$ cat src/sv/tpsc_pkg.sv
`timescale 1ns / 1ps

package tpsc_pkg;

    // register map of the configuration port
    typedef enum logic [3:0] {
        CFG_HALF_PERIOD     = 4'd0,
        CFG_X_OFFSET        = 4'd1,
        CFG_Y_OFFSET        = 4'd2,
        CFG_PRESS_THRESHOLD = 4'd3,
        CFG_X_GAIN          = 4'd4,
        CFG_Y_GAIN          = 4'd5,
        CFG_X_SPAN          = 4'd6,
        CFG_Y_SPAN          = 4'd7
    } cfg_index_t;

    // converter commands
    localparam logic [7:0] CMD_X  = 8'hD0;
    localparam logic [7:0] CMD_Y  = 8'h90;
    localparam logic [7:0] CMD_Z1 = 8'hB0;

    // half phases of one conversion
    localparam logic [5:0] PHASE_CMD_FIRST  = 6'd1;
    localparam logic [5:0] PHASE_CMD_LAST   = 6'd16;
    localparam logic [5:0] PHASE_READ_FIRST = 6'd17;
    localparam logic [5:0] PHASE_READ_LAST  = 6'd48;
    localparam logic [5:0] PHASE_LAST       = 6'd49;

    // conversion order: x, x, x, y, y, y, z1
    localparam logic [2:0] CONV_FIRST_X  = 3'd0;
    localparam logic [2:0] CONV_LAST_X   = 3'd2;
    localparam logic [2:0] CONV_FIRST_Y  = 3'd3;
    localparam logic [2:0] CONV_SECOND_Y = 3'd4;
    localparam logic [2:0] CONV_LAST_Y   = 3'd5;
    localparam logic [2:0] CONV_LAST     = 3'd6;

    // register reset values
    localparam logic [15:0] RST_HALF_PERIOD     = 16'd64;
    localparam logic [11:0] RST_X_OFFSET        = 12'h050;
    localparam logic [11:0] RST_Y_OFFSET        = 12'h078;
    localparam logic [11:0] RST_PRESS_THRESHOLD = 12'd78;
    localparam logic [15:0] RST_X_GAIN          = 16'd16591;
    localparam logic [15:0] RST_Y_GAIN          = 16'd9947;
    localparam logic [11:0] RST_X_SPAN          = 12'd479;
    localparam logic [11:0] RST_Y_SPAN          = 12'd271;

endpackage

$ cat src/sv/touch_panel_scan_controller.sv
`timescale 1ns / 1ps

// Resistive touch panel scan controller with a bit-banged serial link.
// Input channel (s_valid/s_ready): one beat is one sequencer tick, carrying
// the sampled converter data bit s_miso and a scan request s_start_req,
// which is taken only on a tick that begins idle.
// Result channel (m_valid/m_ready): one beat per input beat, showing the
// serial pins, busy/done flags and the held touch result after that tick.
// Configuration channel (cfg_valid/cfg_ready): cfg_index selects one of the
// eight registers (half period, offsets, threshold, gains, spans); writes
// are always accepted and take effect on the next tick.
// A scan runs seven conversions of 50 half phases each; the coordinates are
// scaled in the tick that closes the last conversion.
// The result beat is registered from its input beat, and one beat is taken
// every cycle while the receiver does not stall: the state and the result
// register update together, with a single 12x16 multiply per axis in that path.
// When the receiver stalls, the result register holds and s_ready drops
// only while a result is waiting and m_ready is low.
// Reset (aresetn low, synchronous) returns the sequencer to idle, clears
// the held results and loads the register defaults.
module touch_panel_scan_controller #(
    parameter int ADC_BITS = 12
) (
    input  logic        aclk,
    input  logic        aresetn,

    input  logic        cfg_valid,
    output logic        cfg_ready,
    input  logic [3:0]  cfg_index,
    input  logic [15:0] cfg_data,

    input  logic        s_valid,
    output logic        s_ready,
    input  logic        s_start_req,
    input  logic        s_miso,

    output logic        m_valid,
    input  logic        m_ready,
    output logic        m_sclk,
    output logic        m_cs_n,
    output logic        m_mosi,
    output logic        m_busy_res,
    output logic        m_done_res,
    output logic        m_touched,
    output logic [11:0] m_x_pos,
    output logic [11:0] m_y_pos,
    output logic [11:0] m_pressure
);

    localparam int RAW_SHIFT = 16 - ADC_BITS;

    // configuration registers
    logic [15:0] half_period_reg;
    logic [11:0] x_offset_reg;
    logic [11:0] y_offset_reg;
    logic [11:0] press_threshold_reg;
    logic [15:0] x_gain_reg;
    logic [15:0] y_gain_reg;
    logic [11:0] x_span_reg;
    logic [11:0] y_span_reg;

    // sequencer state
    logic [15:0]         phase_timer_reg, phase_timer_next;
    logic [5:0]          phase_index_reg, phase_index_next;
    logic [2:0]          conv_index_reg, conv_index_next;
    logic [15:0]         shift_reg, shift_next;
    logic [ADC_BITS-1:0] first_x_raw_reg, first_x_raw_next;
    logic [ADC_BITS-1:0] second_y_raw_reg, second_y_raw_next;
    logic [11:0]         x_held_reg, x_held_next;
    logic [11:0]         y_held_reg, y_held_next;
    logic [11:0]         pressure_reg, pressure_next;
    logic                busy_reg, busy_next;
    logic                done_reg, done_next;
    logic                touched_reg, touched_next;

    // result register
    logic        m_valid_reg;
    logic        sclk_reg, sclk_next;
    logic        cs_n_reg, cs_n_next;
    logic        mosi_reg, mosi_next;

    logic        in_beat;
    logic [15:0] hp;
    logic [16:0] timer_inc;
    logic        phase_end;
    logic [11:0] raw_now;
    logic [11:0] x_scaled;
    logic [11:0] y_scaled;
    logic [7:0]  cmd;
    logic [2:0]  cmd_bit;
    logic [5:0]  cmd_step;

    function automatic logic [11:0] scale_coord(
        input logic [11:0] raw,
        input logic [11:0] offset,
        input logic [15:0] gain,
        input logic [11:0] span
    );
        logic [11:0] diff;
        logic [27:0] prod;
        logic [11:0] s;
        diff = (raw < offset) ? 12'd0 : raw - offset;
        prod = {16'd0, diff} * {12'd0, gain};
        s    = prod[27:16];
        return (s > span) ? span : s;
    endfunction

    assign cfg_ready = 1'b1;
    assign s_ready   = !m_valid_reg || m_ready;
    assign in_beat   = s_valid && s_ready;

    assign hp        = (half_period_reg == 16'd0) ? 16'd1 : half_period_reg;
    assign timer_inc = {1'b0, phase_timer_reg} + 17'd1;
    assign phase_end = timer_inc >= {1'b0, hp};
    assign raw_now   = 12'(shift_reg >> RAW_SHIFT);

    assign x_scaled = scale_coord(12'(first_x_raw_reg), x_offset_reg, x_gain_reg, x_span_reg);
    assign y_scaled = scale_coord(12'(second_y_raw_reg), y_offset_reg, y_gain_reg,
                                  y_span_reg);

    // next sequencer state for one tick
    always_comb begin
        phase_timer_next  = phase_timer_reg;
        phase_index_next  = phase_index_reg;
        conv_index_next   = conv_index_reg;
        shift_next        = shift_reg;
        first_x_raw_next  = first_x_raw_reg;
        second_y_raw_next = second_y_raw_reg;
        x_held_next       = x_held_reg;
        y_held_next       = y_held_reg;
        pressure_next     = pressure_reg;
        busy_next         = busy_reg;
        done_next         = done_reg;
        touched_next      = touched_reg;

        if (busy_reg) begin
            // miso is sampled on the last tick of each clock-high read phase
            if (phase_end && phase_index_reg[0] &&
                (phase_index_reg inside {[tpsc_pkg::PHASE_READ_FIRST:
                                          tpsc_pkg::PHASE_READ_LAST]})) begin
                shift_next = {shift_reg[14:0], s_miso};
            end
            if (phase_end) begin
                phase_timer_next = 16'd0;
                if (phase_index_reg != tpsc_pkg::PHASE_LAST) begin
                    phase_index_next = phase_index_reg + 6'd1;
                end else begin
                    phase_index_next = 6'd0;
                    shift_next       = 16'd0;
                    if (conv_index_reg == tpsc_pkg::CONV_FIRST_X) begin
                        first_x_raw_next = ADC_BITS'(shift_reg >> RAW_SHIFT);
                    end
                    if (conv_index_reg == tpsc_pkg::CONV_SECOND_Y) begin
                        second_y_raw_next = ADC_BITS'(shift_reg >> RAW_SHIFT);
                    end
                    if (conv_index_reg >= tpsc_pkg::CONV_LAST) begin
                        conv_index_next = 3'd0;
                        busy_next       = 1'b0;
                        done_next       = 1'b1;
                        if (raw_now > press_threshold_reg) begin
                            touched_next  = 1'b1;
                            pressure_next = raw_now;
                            x_held_next   = x_span_reg - x_scaled;
                            y_held_next   = y_scaled;
                        end else begin
                            touched_next  = 1'b0;
                            pressure_next = 12'd0;
                        end
                    end else begin
                        conv_index_next = conv_index_reg + 3'd1;
                    end
                end
            end else begin
                phase_timer_next = timer_inc[15:0];
            end
        end else begin
            done_next = 1'b0;
            if (s_start_req) begin
                busy_next        = 1'b1;
                phase_timer_next = 16'd0;
                phase_index_next = 6'd0;
                conv_index_next  = 3'd0;
                shift_next       = 16'd0;
            end
        end
    end

    // pin levels after the tick
    always_comb begin
        if (conv_index_next inside {[tpsc_pkg::CONV_FIRST_X:tpsc_pkg::CONV_LAST_X]}) begin
            cmd = tpsc_pkg::CMD_X;
        end else if (conv_index_next inside {[tpsc_pkg::CONV_FIRST_Y:
                                               tpsc_pkg::CONV_LAST_Y]}) begin
            cmd = tpsc_pkg::CMD_Y;
        end else begin
            cmd = tpsc_pkg::CMD_Z1;
        end
        cmd_step = phase_index_next - tpsc_pkg::PHASE_CMD_FIRST;
        cmd_bit  = 3'd7 - cmd_step[3:1];

        sclk_next = 1'b0;
        cs_n_next = 1'b1;
        mosi_next = 1'b0;
        if (busy_next) begin
            cs_n_next = (phase_index_next == tpsc_pkg::PHASE_LAST);
            if (phase_index_next inside {[tpsc_pkg::PHASE_CMD_FIRST:
                                          tpsc_pkg::PHASE_CMD_LAST]}) begin
                // mosi leads the rising edge by one half phase
                mosi_next = cmd[cmd_bit];
                sclk_next = !phase_index_next[0];
            end else if (phase_index_next inside {[tpsc_pkg::PHASE_READ_FIRST:
                                                   tpsc_pkg::PHASE_READ_LAST]}) begin
                sclk_next = phase_index_next[0];
            end
        end
    end

    always_ff @(posedge aclk) begin
        if (!aresetn) begin
            half_period_reg     <= tpsc_pkg::RST_HALF_PERIOD;
            x_offset_reg        <= tpsc_pkg::RST_X_OFFSET;
            y_offset_reg        <= tpsc_pkg::RST_Y_OFFSET;
            press_threshold_reg <= tpsc_pkg::RST_PRESS_THRESHOLD;
            x_gain_reg          <= tpsc_pkg::RST_X_GAIN;
            y_gain_reg          <= tpsc_pkg::RST_Y_GAIN;
            x_span_reg          <= tpsc_pkg::RST_X_SPAN;
            y_span_reg          <= tpsc_pkg::RST_Y_SPAN;
        end else if (cfg_valid) begin
            case (cfg_index)
                tpsc_pkg::CFG_HALF_PERIOD:     half_period_reg     <= cfg_data;
                tpsc_pkg::CFG_X_OFFSET:        x_offset_reg        <= cfg_data[11:0];
                tpsc_pkg::CFG_Y_OFFSET:        y_offset_reg        <= cfg_data[11:0];
                tpsc_pkg::CFG_PRESS_THRESHOLD: press_threshold_reg <= cfg_data[11:0];
                tpsc_pkg::CFG_X_GAIN:          x_gain_reg          <= cfg_data;
                tpsc_pkg::CFG_Y_GAIN:          y_gain_reg          <= cfg_data;
                tpsc_pkg::CFG_X_SPAN:          x_span_reg          <= cfg_data[11:0];
                tpsc_pkg::CFG_Y_SPAN:          y_span_reg          <= cfg_data[11:0];
                default: ;
            endcase
        end
    end

    always_ff @(posedge aclk) begin
        if (!aresetn) begin
            phase_timer_reg  <= 16'd0;
            phase_index_reg  <= 6'd0;
            conv_index_reg   <= 3'd0;
            shift_reg        <= 16'd0;
            first_x_raw_reg  <= '0;
            second_y_raw_reg <= '0;
            x_held_reg       <= 12'd0;
            y_held_reg       <= 12'd0;
            pressure_reg     <= 12'd0;
            busy_reg         <= 1'b0;
            done_reg         <= 1'b0;
            touched_reg      <= 1'b0;
            m_valid_reg      <= 1'b0;
        end else begin
            if (in_beat) begin
                phase_timer_reg  <= phase_timer_next;
                phase_index_reg  <= phase_index_next;
                conv_index_reg   <= conv_index_next;
                shift_reg        <= shift_next;
                first_x_raw_reg  <= first_x_raw_next;
                second_y_raw_reg <= second_y_raw_next;
                x_held_reg       <= x_held_next;
                y_held_reg       <= y_held_next;
                pressure_reg     <= pressure_next;
                busy_reg         <= busy_next;
                done_reg         <= done_next;
                touched_reg      <= touched_next;
                m_valid_reg      <= 1'b1;
            end else if (m_ready) begin
                m_valid_reg <= 1'b0;
            end
        end
    end

    // pin levels ride with the result beat
    always_ff @(posedge aclk) begin
        if (in_beat) begin
            sclk_reg <= sclk_next;
            cs_n_reg <= cs_n_next;
            mosi_reg <= mosi_next;
        end
    end

    assign m_valid    = m_valid_reg;
    assign m_sclk     = sclk_reg;
    assign m_cs_n     = cs_n_reg;
    assign m_mosi     = mosi_reg;
    assign m_busy_res = busy_reg;
    assign m_done_res = done_reg;
    assign m_touched  = touched_reg;
    assign m_x_pos    = x_held_reg;
    assign m_y_pos    = y_held_reg;
    assign m_pressure = pressure_reg;

endmodule

$ cat config.mk
export PLATFORM = sky130hd
export DESIGN_NAME = touch_panel_scan_controller
export DESIGN_NICKNAME = d
export VERILOG_FILES = /design/src/sv/tpsc_pkg.sv /design/src/sv/touch_panel_scan_controller.sv
export SDC_FILE = /design/constraint.sdc
export NUM_CORES = 1
export LEC_CHECK = 0
export ABC_AREA = 1
export BUFFER_PORTS_ARGS = -buffer_cell sky130_fd_sc_hd__buf_2
export CORE_MARGIN = 5
export CORE_UTILIZATION = 60
export CTS_BUF_LIST = sky130_fd_sc_hd__clkbuf_4
export DETAILED_ROUTE_END_ITERATION = 6
export PLACE_DENSITY_LB_ADDON = 0.1
export SLEW_MARGIN = 40
export SYNTH_ARGS = -nofsm -noshare
export SYNTH_HDL_FRONTEND = slang
export SYNTH_SLANG_ARGS = --single-unit
$ cat constraint.sdc
create_clock -name aclk -period 14 [get_ports aclk]
set_clock_uncertainty 0.05 [all_clocks]
set_input_delay 0 -clock aclk [delete_from_list [all_inputs] [get_ports aclk]]
set_output_delay 0 -clock aclk [all_outputs]
set_load 0.05 [all_outputs]
## After elaboration in Yosys (flattened, before gate mapping)

Index checks and enable logic that the tools add are counted.

| word-level totals | value |
|---|---|
| output and inout bits | 45 |
| logic and storage cells | 137 |
| register bits | 216 |
| input bits | 27 |

| cells by class | value |
|---|---|
| $add $sub $neg | 8 |
| reduce and logical (&&, ||, !) cells | 31 |
| multiply operators | 2 |
| $lt $le $gt $ge | 18 |
| eq/ne operators | 13 |
| multiplexer cells | 40 |
| bitwise operators | 1 |

Operators with widths:

| operator | number |
|---|---|
| 2-to-1 mux 16 bit | 8 |
| 2-to-1 mux 12 bit | 5 |
| multiplier 12 x 16 -> 28 bit | 2 |
| greater-than comparator 12 bit | 3 |
| subtractor 12 bit | 3 |
| 2-to-1 mux 6 bit | 5 |
| less-than comparator 12 bit | 2 |
| AND reduction 2 bit | 10 |
| adder 16 x 1 -> 17 bit (second input constant) | 1 |
| greater-or-equal comparator 17 x 16 -> 1 bit | 1 |
| == test 4 x 3 -> 1 bit (second input constant) | 4 |
| logical NOT 16 bit | 1 |
| 2-to-1 mux 1 bit | 15 |
| 2-to-1 mux 3 bit | 5 |
| AND reduction 5 bit | 3 |
| greater-or-equal comparator 6 x 5 -> 1 bit (second input constant) | 2 |
| less-or-equal comparator 6 bit (second input constant) | 2 |
| == test 4 x 2 -> 1 bit (second input constant) | 2 |
| logical AND 1 bit | 8 |
| 2-to-1 mux 7 bit | 1 |
| adder 6 x 1 -> 6 bit (second input constant) | 1 |
| == test 6 bit (second input constant) | 1 |
| greater-or-equal comparator 6 x 1 -> 1 bit (second input constant) | 1 |
| less-or-equal comparator 6 x 5 -> 1 bit (second input constant) | 1 |
| 23 further kinds | 26 |

## Longest topological paths before layout

| depth | value |
|---|---|
| word-level depth | 11 |
| depth in mapped cells | 62 |
| gate-level depth less buffers | 61 |

## Least setup slack after synthesis

No wires, ideal clock.

| timing | value |
|---|---|
| path type | register -> register |
| start point | register first_x_raw_reg[0] |
| end point | register x_held_reg[10] (netlist: m_x_pos[10]) |
| cell stages (with the launch flop) | 53 |
| period minus slack after synthesis | 9.276 ns |
| library setup time | 0.120 ns |
| arrival time | 9.105 ns |
| data required time | 13.830 ns |
| path buffers | 2 |
| slack | 4.724 ns |
| cell sequence | dfxtp_1 -> inv_1 -> ha_1 -> fa_1 -> inv_1 -> nand3_1 -> nand2_1 -> nand3_1 -> nand3_2 -> clkbuf_1 -> nand3_1 -> inv_1 -> nand2_1 -> fa_1 -> inv_1 -> fa_1 -> fa_1 -> fa_1 -> (+17 left out) -> o2111ai_1 -> nand2_1 -> clkinv_1 -> buf_1 -> nand2_1 -> o21ai_0 -> ha_1 -> inv_1 -> fa_1 -> a21oi_1 -> o21bai_1 -> a21o_1 -> a21oi_1 -> o21ai_0 -> a21oi_1 -> o21ai_0 -> xnor2_1 -> a21oi_1 |

| on the way | value |
|---|---|
| cells in the longest elaborated chain, start to end | 6 |
| elaborated cells between the ends (all ways) | 7 |
| classes of those cells | add/sub (2); mul (1); order compare (2); mux (2) |

RTL lines:

| element | line | source |
|---|---|---|
| start, declared | touch_panel_scan_controller.sv:67 | `logic [ADC_BITS-1:0] first_x_raw_reg, first_x_raw_next;` |
| start signal, assigned | touch_panel_scan_controller.sv:264 | `first_x_raw_reg <= first_x_raw_next;` |
| subtractor 12 bit or less-than comparator 12 bit (tied branches) | touch_panel_scan_controller.sv:102 | `diff = (raw < offset) ? 12'd0 : raw - offset;` |
| 2-to-1 mux 12 bit * | touch_panel_scan_controller.sv:102 |  |
| multiplier 12 x 16 -> 28 bit * | touch_panel_scan_controller.sv:103 | `prod = {16'd0, diff} * {12'd0, gain};` |
| greater-than comparator 12 bit | touch_panel_scan_controller.sv:105 | `return (s > span) ? span : s;` |
| 2-to-1 mux 12 bit * | touch_panel_scan_controller.sv:105 |  |
| subtractor 12 bit * | touch_panel_scan_controller.sv:163 | `x_held_next = x_span_reg - x_scaled;` |
| end signal, assigned | touch_panel_scan_controller.sv:266 | `x_held_reg <= x_held_next;` |
| end, declared | touch_panel_scan_controller.sv:69 | `logic [11:0] x_held_reg, x_held_next;` |

Every way passes the cells marked *; elsewhere a longest branch is shown, timed or not.
A chain may end at the register's enable or synchronous reset.

## Final worst setup path

Ends and elaborated chain as after synthesis.

==> impl_metrics.json <==
{
  "status": "complete, no violations",
  "fin_setup_tns_ns": 0,
  "leakagePower_nw": 13.1,
  "yosys_warnings": 0,
  "area_growth_pct": 7.52,
  "finalHoldViolCount": 0,
  "die_w_um": 209,
  "grt_max_degree": 82,
  "setup_viol": 0,
  "drt-total-wl_um": 67100,
  "cp.arrival_ns": 11.29,
  "rrSetupSlack_ns": 3.29,
  "track_usage_pct": 30.8,
  "asyncSetResetFlopFracSynth_pct": 0,
  "yosys_register_bits": 216,
  "num_rows": 73,
  "synth_cells": 3182,
  "cts_inserted_buffers": 58,
  "fin_crit_ns": 10.71,
  "gp_congestion": 0.937,
  "portBuffers": 70,
  "clk_root_buffer_cell": "clkbuf_4",
  "core_area_sq_um": 39500,
  "viasPerCell": 5.57,
  "synth_area_leaders": "fa_1 (24%), dfxtp_1 (18%), ha_1 (12%)",
  "syn_avg_cell_area_sq_um": 7.50,
  "yosysSeqAreaShare_pct": 18.3,
  "slowest_stage": "fa_1",
  "vias": 21300,
  "fin_hold_ws_ns": 0.108,
  "die-area_sq_um": 43800,
  "grt_pass1_wl_um": 110000,
  "ir_drop_v": 0.0000714,
  "synth_nets": 3712,
  "ctsHtreeMaxLevel": 2,
  "post_cts_buffers": 0,
  "cts_hold_buf": 52,
  "clkSinkCount": 216,
  "power_per_cell_area_nw_per_um2": 50.9,
  "grt_pass1_vias": 21400,
  "die_h_um": 209,
  "cts_tree": "yes",
  "route.detailed.drc": 0,
  "worstPathMaxFanout": 25,
  "worstHoldPathType": "in -> reg",
  "maxCapViolCount": 0,
  "clock_latency_ns": 0.80,
  "initial_core_util_pct": 60.3,
  "crit_type": "reg -> reg",
  "critPathMaxStageDelay_ns": 0.49,
  "fillers": 3563,
  "cp-end-kind": "flop",
  "nets": 3784,
  "synth.largest_area_cell": "fa_1",
  "cts_resized": 0,
  "clk_pin_slew_ns": 0.07,
  "slew_violations": 0,
  "layout-drive-gt1-share_pct": 6.83,
  "synth_edf_count": 3,
  "fmax_mhz": 93.4,
  "dr.first_iter.drc_count": 1467,
  "pin_count": 72,
  "cp-start-kind": "flop",
  "synth_ff_type": "dfxtp_1",
  "synthDistinctLibCells": 63,
  "rsz0062_at_grt": "false",
  "synth_area_sq_um": 23900,
  "clock_path_buffers": 3,
  "relSlewSlack_pct": 43.0,
  "dpl.hpwl_um": 51900,
  "cp.required_ns": 14.58,
  "grt_overflow": 0,
  "fin_crit_sh_pct": 76.5,
  "routedWlPerCell_um": 17.5,
  "yosysTopAreaCellShare_pct": 23.6,
  "drt_first_pass_iters": 5,
  "antenna_left": 0,
  "crit_top_cell": "inv_1",
  "antenna_found_initial": 3,
  "worstMarginPinSlew_ns": 0.852
}
==> cells in the final DEF, fill, tap and decap left out, types with 3 or more instances in the layout <==
cell	count
nor4_1	6
nand2_2	7
inv_1	626
a221oi_1	6
nor2_2	3
nand2_1	601
o21a_1	7
or2_1	3
buf_4	9
xnor2_1	18
o21ai_2	11
diode_2	3
buf_2	69
o21ai_0	194
inv_2	9
nand3_1	73
a31oi_1	9
nand3_2	8
clkbuf_4	76
dlygate4sd3_1	52
nand2_4	3
nor2_1	246
and2_1	5
a21oi_1	293
nand4_1	67
xor2_1	31
clkinv_2	4
edfxtp_1	3
ha_1	222
nor3_1	24
dfxtp_1	213
a21o_1	5
or2_2	7
a21oi_2	4
o21ai_1	10
clkinv_1	23
fa_1	281
o21bai_1	6
o211ai_1	25
nand3b_1	6
==> through the flow <==
stage	instance area, sq um	worst slack (ns)	power [mW]	utilization, %	instances
final	25600	3.29	1.31	64.8	3824
after global routing	25600	2.50	1.36	64.8	3824
after CTS	25600	3.44	1.32	64.8	3821
after detailed placement	24400	3.51	0.762	61.8	3667
after global placement	24400	3.75	0.759	61.7	3667
after floorplan	23900	4.72	0.722	-	3182
==> cell usage after synthesis, types with 9 or more instances <==
cell / n
a21oi_1: 293
nand2_1: 602
clkbuf_1: 76
buf_2: 9
o21ai_2: 11
dfxtp_1: 213
nand3_1: 74
xnor2_1: 18
buf_1: 24
inv_2: 9
a31oi_1: 9
o211ai_1: 25
xor2_1: 31
nor2_1: 246
fa_1: 281
o21ai_0: 194
ha_1: 222
o21ai_1: 10
nand4_1: 67
inv_1: 626
nor3_1: 24
==> per-layer routing <==
layer | GRT usage, % | wire [um] | vias up
li1 | - | - | 10200
met5 | 0 | 7 | -
met4 | 11.5 | 2440 | 2
met2 | 50.0 | 31100 | 791
met3 | 5.26 | 5170 | 143
met1 | 41.5 | 28300 | 10200
==> final timing paths <==
kind / start / to / cells past startpoint
worst max-delay path: first_x_raw_reg[0]$_SDFFE_PN0P_ / m_x_pos[10]$_SDFFE_PN0P_ / 51
worst min-delay path: cfg_data[12] / x_gain_reg[12]$_SDFFE_PN0P_ / 4
worst max register to register: first_x_raw_reg[0]$_SDFFE_PN0P_ / m_x_pos[10]$_SDFFE_PN0P_ / 51
worst min register to register: second_y_raw_reg[11]$_SDFFE_PN0P_ / second_y_raw_reg[11]$_SDFFE_PN0P_ / 2
==> critical path, delay by kind of cell (launching register included) <==
family	cells	cell delay [ns]
buffers and inverters	11	1.46
adder cells (fa/ha/maj)	11	4.08
flip-flops	1	0.30
AO/OA/AOI/OAI	12	1.78
AND/OR/NAND/NOR	15	2.48
XOR/XNOR	2	0.44
==> logic make-up (layout without fill, tap and decap cells) <==
group	Yosys count	in the layout	share of synthesized area, %
AOI/OAI and AO/OA	585	585	13.4
DFF	216	216	18.3
xor gates and xnor gates	49	49	1.80
other	1	4	0.0157
adders and majority gates	503	503	35.2
and+or+nand+nor	1069	1069	19.1
buffers and inverters	759	873	12.2
==> final cells by class <==
class | count | area (sq um) | area share, %
Sequential cell | 216 | 4350 | 17.0
Clock inverter | 26 | 118 | 0.459
Antenna cell | 3 | 7.51 | 0.0293
Clock buffer | 76 | 571 | 2.22
Tap cell | 525 | 657 | 2.56
Timing Repair Buffer | 131 | 945 | 3.68
Inverter | 640 | 2410 | 9.38
Multi-Input combinational cell | 2207 | 16600 | 64.7
==> where the power goes <==
group,leakage [nW],total (mW),internal [mW],switching (mW)
logic,11.0,0.121,0.0375,0.0838
clock network,0.403,0.546,0.255,0.290
registers,1.75,0.638,0.625,0.0130
total,13.1,1.31,0.918,0.387
No activity file was read; power rests on OpenSTA's default activity.
